### config.mk
export PLATFORM = sky130hd
export DESIGN_NAME = scale_weight_frame_parser_unit_flat
export DESIGN_NICKNAME = d
export VERILOG_FILES = /design/src/rtl/swfp_pkg.sv /design/src/rtl/swfp_rx_if.sv /design/src/rtl/swfp_res_if.sv /design/src/rtl/swfp_frame_track.sv /design/src/rtl/swfp_res_reg.sv /design/src/rtl/scale_weight_frame_parser_unit.sv /design/src/flat_wrapper.sv
export SDC_FILE = /design/constraint.sdc
export NUM_CORES = 1
export LEC_CHECK = 0
export BUFFER_PORTS_ARGS = -buffer_cell sky130_fd_sc_hd__buf_4
export CORE_AREA = 4 4 115 117
export CTS_BUF_LIST = sky130_fd_sc_hd__clkbuf_8
export CTS_CLUSTER_SIZE = 30
export DETAILED_ROUTE_END_ITERATION = 6
export DIE_AREA = 0 0 119 121
export MAX_ROUTING_LAYER = met4
export PLACE_DENSITY = 0.56
export SYNTH_ARGS = -nofsm -noshare
export SYNTH_HDL_FRONTEND = slang
export SYNTH_SLANG_ARGS = --single-unit
### constraint.sdc
create_clock -name clk_i -period 4 [get_ports clk_i]
set_input_delay 0.8 -clock clk_i [delete_from_list [all_inputs] [get_ports clk_i]]
set_output_delay 0.8 -clock clk_i [all_outputs]
set_load 0.005 [all_outputs]
### src/rtl/swfp_pkg.sv
// ----------------------------------------------------------------------------
// swfp_pkg
// Shared constants and types for the scale weight frame parser: the frame
// characters, the frame kinds and the result carried to the output register.
// ----------------------------------------------------------------------------
package swfp_pkg;

  localparam logic [7:0] CH_STX   = 8'h02;
  localparam logic [7:0] CH_ETX   = 8'h03;
  localparam logic [7:0] CH_I     = 8'h49;
  localparam logic [7:0] CH_N     = 8'h4E;
  localparam logic [7:0] CH_S     = 8'h53;
  localparam logic [7:0] CH_MINUS = 8'h2D;
  localparam logic [7:0] CH_SPACE = 8'h20;
  localparam logic [7:0] CH_ZERO  = 8'h30;
  localparam logic [7:0] CH_NINE  = 8'h39;

  localparam int unsigned WeightW  = 17;
  localparam int unsigned PartialW = 14;
  localparam int unsigned PosW     = 3;

  localparam logic [PosW-1:0] POS_WAIT  = 3'd0;
  localparam logic [PosW-1:0] POS_FIRST = 3'd1;
  localparam logic [PosW-1:0] POS_LAST  = 3'd5;
  localparam logic [PosW-1:0] POS_ETX   = 3'd6;

  localparam logic [WeightW-1:0] TenThousand = 17'd10000;

  typedef enum logic [1:0] {
    KIND_WEIGHT    = 2'd0,
    KIND_STATUS    = 2'd1,
    KIND_NEGATIVE  = 2'd2,
    KIND_MALFORMED = 2'd3
  } kind_e;

  typedef struct packed {
    kind_e               kind;
    logic [WeightW-1:0]  weight;
    logic                stable;
  } result_t;

endpackage

### src/rtl/swfp_rx_if.sv
// ----------------------------------------------------------------------------
// swfp_rx_if
// Received byte channel: valid/ready handshake with one received byte.
// ----------------------------------------------------------------------------
interface swfp_rx_if;
  logic       valid;
  logic       ready;
  logic [7:0] rx_byte;

  modport source (output valid, output rx_byte, input ready);
  modport sink   (input valid, input rx_byte, output ready);
endinterface

### src/rtl/swfp_res_if.sv
// ----------------------------------------------------------------------------
// swfp_res_if
// Frame result channel: valid/ready handshake with kind, weight and stable.
// ----------------------------------------------------------------------------
interface swfp_res_if;
  logic        valid;
  logic        ready;
  logic [1:0]  frame_kind;
  logic [16:0] weight_value;
  logic        is_stable;

  modport source (output valid, output frame_kind, output weight_value,
                  output is_stable, input ready);
  modport sink   (input valid, input frame_kind, input weight_value,
                  input is_stable, output ready);
endinterface

### src/rtl/swfp_frame_track.sv
// ----------------------------------------------------------------------------
// swfp_frame_track
// Frame state tracker: follows byte position, collects the first character,
// letter and digit checks and the partial weight, and judges the frame on
// its seventh byte, updating the held weight and stable mark.
// ----------------------------------------------------------------------------
module swfp_frame_track (
  input  logic              clk_i,
  input  logic              rst_ni,
  input  logic              step_i,
  input  logic [7:0]        byte_i,
  output logic              res_valid_o,
  output swfp_pkg::result_t res_o
);

  logic [swfp_pkg::PosW-1:0]     pos_q, pos_d;
  logic [7:0]                    first_q, first_d;
  logic                          match_q, match_d;
  logic                          dvalid_q, dvalid_d;
  logic [swfp_pkg::PartialW-1:0] part_q, part_d;
  logic [swfp_pkg::WeightW-1:0]  held_w_q, held_w_d;
  logic                          held_s_q, held_s_d;

  logic                          byte_digit;
  logic                          first_digit;
  logic                          first_letter;
  logic [3:0]                    byte_val;
  logic [3:0]                    first_val;
  logic [swfp_pkg::PartialW-1:0] part_acc;
  logic [swfp_pkg::WeightW-1:0]  new_weight;
  swfp_pkg::kind_e               kind;

  assign byte_digit   = (byte_i >= swfp_pkg::CH_ZERO) && (byte_i <= swfp_pkg::CH_NINE);
  assign first_digit  = (first_q >= swfp_pkg::CH_ZERO) && (first_q <= swfp_pkg::CH_NINE);
  assign first_letter = (first_q == swfp_pkg::CH_I) || (first_q == swfp_pkg::CH_N) ||
                        (first_q == swfp_pkg::CH_S);
  assign byte_val     = 4'(byte_i - swfp_pkg::CH_ZERO);
  assign first_val    = 4'(first_q - swfp_pkg::CH_ZERO);
  // times ten as shift and add
  assign part_acc     = swfp_pkg::PartialW'({part_q, 3'b000}) +
                        swfp_pkg::PartialW'({part_q, 1'b0}) +
                        swfp_pkg::PartialW'(byte_val);

  // judgement of a complete frame
  always_comb begin
    kind       = swfp_pkg::KIND_MALFORMED;
    new_weight = swfp_pkg::WeightW'(part_q);
    priority if (byte_i != swfp_pkg::CH_ETX) begin
      kind = swfp_pkg::KIND_MALFORMED;
    end else if (first_letter) begin
      kind = match_q ? swfp_pkg::KIND_STATUS : swfp_pkg::KIND_MALFORMED;
    end else if (!dvalid_q) begin
      kind = swfp_pkg::KIND_MALFORMED;
    end else if (first_q == swfp_pkg::CH_MINUS) begin
      kind = swfp_pkg::KIND_NEGATIVE;
    end else if (first_q == swfp_pkg::CH_SPACE) begin
      kind = swfp_pkg::KIND_WEIGHT;
    end else if (first_digit) begin
      kind       = swfp_pkg::KIND_WEIGHT;
      new_weight = swfp_pkg::WeightW'(first_val * swfp_pkg::TenThousand) +
                   swfp_pkg::WeightW'(part_q);
    end else begin
      kind = swfp_pkg::KIND_MALFORMED;
    end
  end

  always_comb begin
    pos_d       = pos_q;
    first_d     = first_q;
    match_d     = match_q;
    dvalid_d    = dvalid_q;
    part_d      = part_q;
    held_w_d    = held_w_q;
    held_s_d    = held_s_q;
    res_valid_o = 1'b0;
    if (step_i) begin
      priority if (pos_q == swfp_pkg::POS_WAIT || pos_q > swfp_pkg::POS_ETX) begin
        first_d  = '0;
        match_d  = 1'b1;
        dvalid_d = 1'b1;
        part_d   = '0;
        pos_d    = (byte_i == swfp_pkg::CH_STX) ? swfp_pkg::POS_FIRST : swfp_pkg::POS_WAIT;
      end else if (pos_q == swfp_pkg::POS_FIRST) begin
        first_d = byte_i;
        pos_d   = pos_q + 3'd1;
      end else if (pos_q <= swfp_pkg::POS_LAST) begin
        if (byte_i != first_q) begin
          match_d = 1'b0;
        end
        if (byte_digit) begin
          part_d = part_acc;
        end else begin
          dvalid_d = 1'b0;
        end
        pos_d = pos_q + 3'd1;
      end else begin
        res_valid_o = 1'b1;
        unique case (kind)
          swfp_pkg::KIND_WEIGHT: begin
            held_w_d = new_weight;
            held_s_d = (new_weight != '0);
          end
          swfp_pkg::KIND_STATUS,
          swfp_pkg::KIND_NEGATIVE: begin
            held_s_d = 1'b0;
          end
          default: begin
          end
        endcase
        first_d  = '0;
        match_d  = 1'b1;
        dvalid_d = 1'b1;
        part_d   = '0;
        pos_d    = swfp_pkg::POS_WAIT;
      end
    end
  end

  assign res_o.kind   = kind;
  assign res_o.weight = held_w_d;
  assign res_o.stable = held_s_d;

  always_ff @(posedge clk_i or negedge rst_ni) begin
    if (!rst_ni) begin
      pos_q    <= swfp_pkg::POS_WAIT;
      first_q  <= '0;
      match_q  <= 1'b1;
      dvalid_q <= 1'b1;
      part_q   <= '0;
      held_w_q <= '0;
      held_s_q <= 1'b0;
    end else begin
      pos_q    <= pos_d;
      first_q  <= first_d;
      match_q  <= match_d;
      dvalid_q <= dvalid_d;
      part_q   <= part_d;
      held_w_q <= held_w_d;
      held_s_q <= held_s_d;
    end
  end

endmodule

### src/rtl/swfp_res_reg.sv
// ----------------------------------------------------------------------------
// swfp_res_reg
// Result register: holds one frame result until the sink takes the result
// and reports when it can load a new one.
// ----------------------------------------------------------------------------
module swfp_res_reg (
  input  logic              clk_i,
  input  logic              rst_ni,
  input  logic              load_i,
  input  swfp_pkg::result_t res_i,
  output logic              free_o,
  swfp_res_if.source        res_o
);

  logic              valid_q, valid_d;
  swfp_pkg::result_t data_q;

  assign free_o  = !valid_q || res_o.ready;
  assign valid_d = load_i ? 1'b1 : (valid_q && !res_o.ready);

  always_ff @(posedge clk_i or negedge rst_ni) begin
    if (!rst_ni) begin
      valid_q <= 1'b0;
    end else begin
      valid_q <= valid_d;
    end
  end

  always_ff @(posedge clk_i) begin
    if (load_i) begin
      data_q <= res_i;
    end
  end

  assign res_o.valid        = valid_q;
  assign res_o.frame_kind   = data_q.kind;
  assign res_o.weight_value = data_q.weight;
  assign res_o.is_stable    = data_q.stable;

endmodule

### src/rtl/scale_weight_frame_parser_unit.sv
// ----------------------------------------------------------------------------
// scale_weight_frame_parser_unit
// Timing: a closing byte is registered in the input register, and its result then in the result register.
// Throughput: one byte per cycle; bytes stall while a result waits unread.
// Bytes that close no frame give no result.
// Reset: asynchronous, clears the frame state, held weight and stable mark,
// and empties the input and result registers.
// ----------------------------------------------------------------------------
module scale_weight_frame_parser_unit (
  input  logic       clk_i,
  input  logic       rst_ni,
  swfp_rx_if.sink    rx_i,
  swfp_res_if.source res_o
);

  logic              in_valid_q, in_valid_d;
  logic [7:0]        in_byte_q;
  logic              out_free;
  logic              step;
  logic              res_valid;
  swfp_pkg::result_t res;

  // a request moves on when the result register can take it
  assign step       = in_valid_q && out_free;
  assign rx_i.ready = !in_valid_q || out_free;
  assign in_valid_d = rx_i.ready ? rx_i.valid : in_valid_q;

  always_ff @(posedge clk_i or negedge rst_ni) begin
    if (!rst_ni) begin
      in_valid_q <= 1'b0;
    end else begin
      in_valid_q <= in_valid_d;
    end
  end

  always_ff @(posedge clk_i) begin
    if (rx_i.valid && rx_i.ready) begin
      in_byte_q <= rx_i.rx_byte;
    end
  end

  swfp_frame_track u_track (
    .clk_i       (clk_i),
    .rst_ni      (rst_ni),
    .step_i      (step),
    .byte_i      (in_byte_q),
    .res_valid_o (res_valid),
    .res_o       (res)
  );

  swfp_res_reg u_res (
    .clk_i  (clk_i),
    .rst_ni (rst_ni),
    .load_i (step && res_valid),
    .res_i  (res),
    .free_o (out_free),
    .res_o  (res_o)
  );

endmodule
### src/flat_wrapper.sv
// flat-port wrapper written by rule: the top's interface ports become plain ports
module scale_weight_frame_parser_unit_flat 
  (clk_i, rst_ni, rx_i_valid, rx_i_rx_byte, rx_i_ready, res_o_valid, res_o_frame_kind, res_o_weight_value, res_o_is_stable, res_o_ready);
  swfp_rx_if rx_i_i ();
  swfp_res_if res_o_i ();
  input  logic clk_i;
  input  logic rst_ni;
  input wire logic [$bits(rx_i_i.valid)-1:0] rx_i_valid;
  input wire logic [$bits(rx_i_i.rx_byte)-1:0] rx_i_rx_byte;
  output wire logic [$bits(rx_i_i.ready)-1:0] rx_i_ready;
  output wire logic [$bits(res_o_i.valid)-1:0] res_o_valid;
  output wire logic [$bits(res_o_i.frame_kind)-1:0] res_o_frame_kind;
  output wire logic [$bits(res_o_i.weight_value)-1:0] res_o_weight_value;
  output wire logic [$bits(res_o_i.is_stable)-1:0] res_o_is_stable;
  input wire logic [$bits(res_o_i.ready)-1:0] res_o_ready;
  assign rx_i_i.valid = rx_i_valid;
  assign rx_i_i.rx_byte = rx_i_rx_byte;
  assign rx_i_ready = rx_i_i.ready;
  assign res_o_valid = res_o_i.valid;
  assign res_o_frame_kind = res_o_i.frame_kind;
  assign res_o_weight_value = res_o_i.weight_value;
  assign res_o_is_stable = res_o_i.is_stable;
  assign res_o_i.ready = res_o_ready;
  scale_weight_frame_parser_unit u_core (.clk_i(clk_i), .rst_ni(rst_ni), .rx_i(rx_i_i), .res_o(res_o_i));
endmodule
==> run summary <==
Outcome: complete, no violations
Largest net degree at the start of global routing: 48
Final wirelength: 10.5 mm
Worst Setup End Kind: flop
DIE WIDTH: 119 um
Final setup violation count: 0
CTS clk-pin slew, worst paths: 0.08 ns
FF+latch count, synth: 75
Gr ovfl total: 0
Primary FF master, synth: dfrtp_1
Clk buf depth: 2
Number of global-route vias before repair: 3605
Number of I/O port buffers: 33
CP arrival: 3.99 ns
Relative slew slack: 39.0%
Syn nets: 548
Hold-fix buffers, CTS: 0
RePlAce Congestion: 0.848
Cells after Synth: 475
Final WS setup: 0.219 ns
First-pass GRT wire length: 17.5 mm
Startpoint Class: flop
Worst Hold Class: in -> async
Critical Path RT: 4.21 ns
R2R depth: 15
Post-synth EDFFs: 28
Fraction of registers with async set/reset: 62.7%
Unique masters post-synth: 63
Pins Over Slew Limit: 0
Syn_area_per_cell: 10.2 um2
Vias: 3558
Later-pin clock latency in the skew report: 0.37 ns
Synthesis Warnings: 0
# clock sinks: 75
Power per cell area: 380 mW/mm2
Initial Util: 39.1%
Place WS: 0.186 ns
I/O pin cnt: 34
CTS Root Cell: clkbuf_8
Net Switching: 0.717 mW
Drt via density: 5.10
Period minus WS final: 3.78 ns
Fin nets: 593
Dpl hpwl: 8.03 mm
Part of the cycle the worst path needs: 94.5%
Sw frac: 34.1%
Pint: 1.39 mW
Synth cell count leaders: 72 x nand2_1, 55 x ha_1, 45 x dfrtp_1
Max Freq: 264 MHz
Layout cells sized above 1: 15.4%
Yosys top cell area share: 23.3%
Clock share of power: 27.3%
Final ANT Viol Nets: 0
Post-route cell area: 0.00554 mm2
Least-Margin Pin Slew: 0.909 ns
Leakage power: 2.43 nW
Maxcap violations: 0
Yosys top cell by area: dfrtp_1
Tot Pwr: 2.10 mW
CTS tree: yes
Clock skew: 0.0170 ns
Seq/Total Area, Yosys: 41.8%
Avg WL per Cell: 15.1 um
N_diodes: 0
Flop pwr share: 43.3%
TritonCTS Buffers: 9
Synth area leaders: dfrtp_1 23%, edfxtp_1 17%, ha_1 14%
Crit path max fanout: 7
Post-route DRC: 0
Pre-antenna DRT Iters: 4
Combinational group share of total power: 29.3%
H-tree depth: 3
Crit path kind: reg -> reg
Core outline area: 0.0124 mm2
Placed Instance Area: 0.00531 mm2
Area Growth Syn to Fin: 14.6%
Drt first-iter violations: 192
Initial antenna violation count: 0
Top-count cell post-synth: nand2_1
Total Routing Usage GR: 15.9%
Worst vdd ir: 0.173 mV
Filler-free cell count of the finished design: 697
Placed cells: 679
Synthesized area: 0.00483 mm2
Die area: 0.0144 mm2
Row cnt: 41
Die H: 121 um
Hold Fails Final Rpt: 0
==> flip-flops by register name (all words and copies together) (netlist names) <==
signal                           flops
u_core.in_byte_q                     8
u_core.in_valid_q                    1
u_core.u_res.res_o.frame_kind        2
u_core.u_res.res_o.is_stable         1
u_core.u_res.res_o.valid             1
u_core.u_res.res_o.weight_value     17
u_core.u_track.dvalid_q              1
u_core.u_track.first_q               8
u_core.u_track.held_s_q              1
u_core.u_track.held_w_q             17
u_core.u_track.match_q               1
u_core.u_track.part_q               14
u_core.u_track.pos_q                 3
==> stage by stage <==
step	TNS [ns]	util (%)	hold slack [ns]
global route	-0.00710	44.8	0.496
floorplan	0	-	0.430
detailed placement	0	42.9	0.450
finish	0	44.8	0.455
global placement	0	42.9	0.444
CTS	0	44.5	0.462
==> final cells by class <==
class | instances | area (um2)
multi-input combinational | 370 | 2720
tap | 172 | 215
clock buffer | 9 | 124
clock inverter | 7 | 68.8
timing repair buffer | 42 | 315
inverter | 22 | 82.6
sequential | 75 | 2020
fill | 1214 | 6820
==> cell families (layout without fill, tap and decap cells) <==
logic type	Yosys count	after routing	share of synthesized area (%)
XOR/XNOR	30	30	5.43
AND/OR/NAND/NOR	166	166	18.0
AO/OA/AOI/OAI	103	103	13.3
buffers and inverters	30	80	2.61
adder cells (fa/ha/maj)	61	61	16.7
flip-flops	75	75	41.8
multiplexers	10	10	2.15
==> worst max-delay path: stages (launching register included) <==
cell	delay, ns
dfrtp_1	0.38
buf_4	0.17
ha_1	0.30
ha_1	0.30
ha_1	0.24
fa_2	0.35
xor2_1	0.15
ha_1	0.34
a21o_1	0.22
or3_1	0.33
o211ai_1	0.23
buf_4	0.16
o211ai_1	0.12
o311ai_2	0.14
nor4_2	0.06
nor2_1	0.12
==> path summary, 6_finish.rpt <==
path                                                  startpoint                                      to  slack (ns)
setup / recovery           u_core.u_track.first_q[1]$_DFFE_PN0P_  u_core.u_res.res_o.is_stable$_DFFE_PP_        0.22
hold / removal                                            rst_ni    u_core.u_track.held_w_q[3]$_DFF_PN0_        0.46
setup reg to reg           u_core.u_track.first_q[1]$_DFFE_PN0P_  u_core.u_res.res_o.is_stable$_DFFE_PP_        0.22
hold reg to reg             u_core.u_track.held_w_q[0]$_DFF_PN0_    u_core.u_track.held_w_q[0]$_DFF_PN0_        0.47
max in group asynchronous                                 rst_ni   u_core.u_track.first_q[1]$_DFFE_PN0P_        3.11
min in group clk_i          u_core.u_track.held_w_q[0]$_DFF_PN0_    u_core.u_track.held_w_q[0]$_DFF_PN0_        0.47
==> timing repair <==
| action | 4_1_cts | 5_1_grt |
|---|---|---|
| gates resized for setup | 0 | 6 |
| setup buffers | 0 | 2 |
| setup endpoints to repair | 0 | 1 |
==> cells in the final DEF, fill, tap and decap left out, types with 4 or more instances in the layout <==
master,n
a21o_1,8
a21oi_1,18
a22o_1,5
buf_4,42
clkbuf_8,9
dfrtp_1,45
edfxtp_1,28
fa_1,5
ha_1,54
inv_1,23
mux2i_1,9
nand2_1,72
nand2b_1,9
nand3_1,4
nand3b_1,4
nand4_1,5
nor2_1,21
nor2b_1,6
nor3_1,12
o211ai_1,4
o21ai_0,30
o21ai_1,12
xnor2_1,24
xor2_1,6
==> power groups by stage <==
stage          clock network, mW  registers, mW  logic, mW
2_1_floorplan                  0          0.914      0.451
4_1_cts                    0.593          0.912      0.609
3_5_place_dp                   0          0.927      0.605
5_1_grt                    0.628          0.921      0.701
6_report                   0.575          0.912      0.617
3_3_place_gp                   0          0.926      0.593
==> routing by layer <==
| metal | vias up | GRT usage [%] | part of all wire (%) |
|---|---|---|---|
| met5 | - | - | 0 |
| met4 | 0 | 5.58 | 1.9 |
| met2 | 83 | 26.3 | 48 |
| li1 | 1794 | - | - |
| met3 | 16 | 3.26 | 4.9 |
| met1 | 1665 | 19.5 | 45 |
Power figures use the tool's default switching activity.
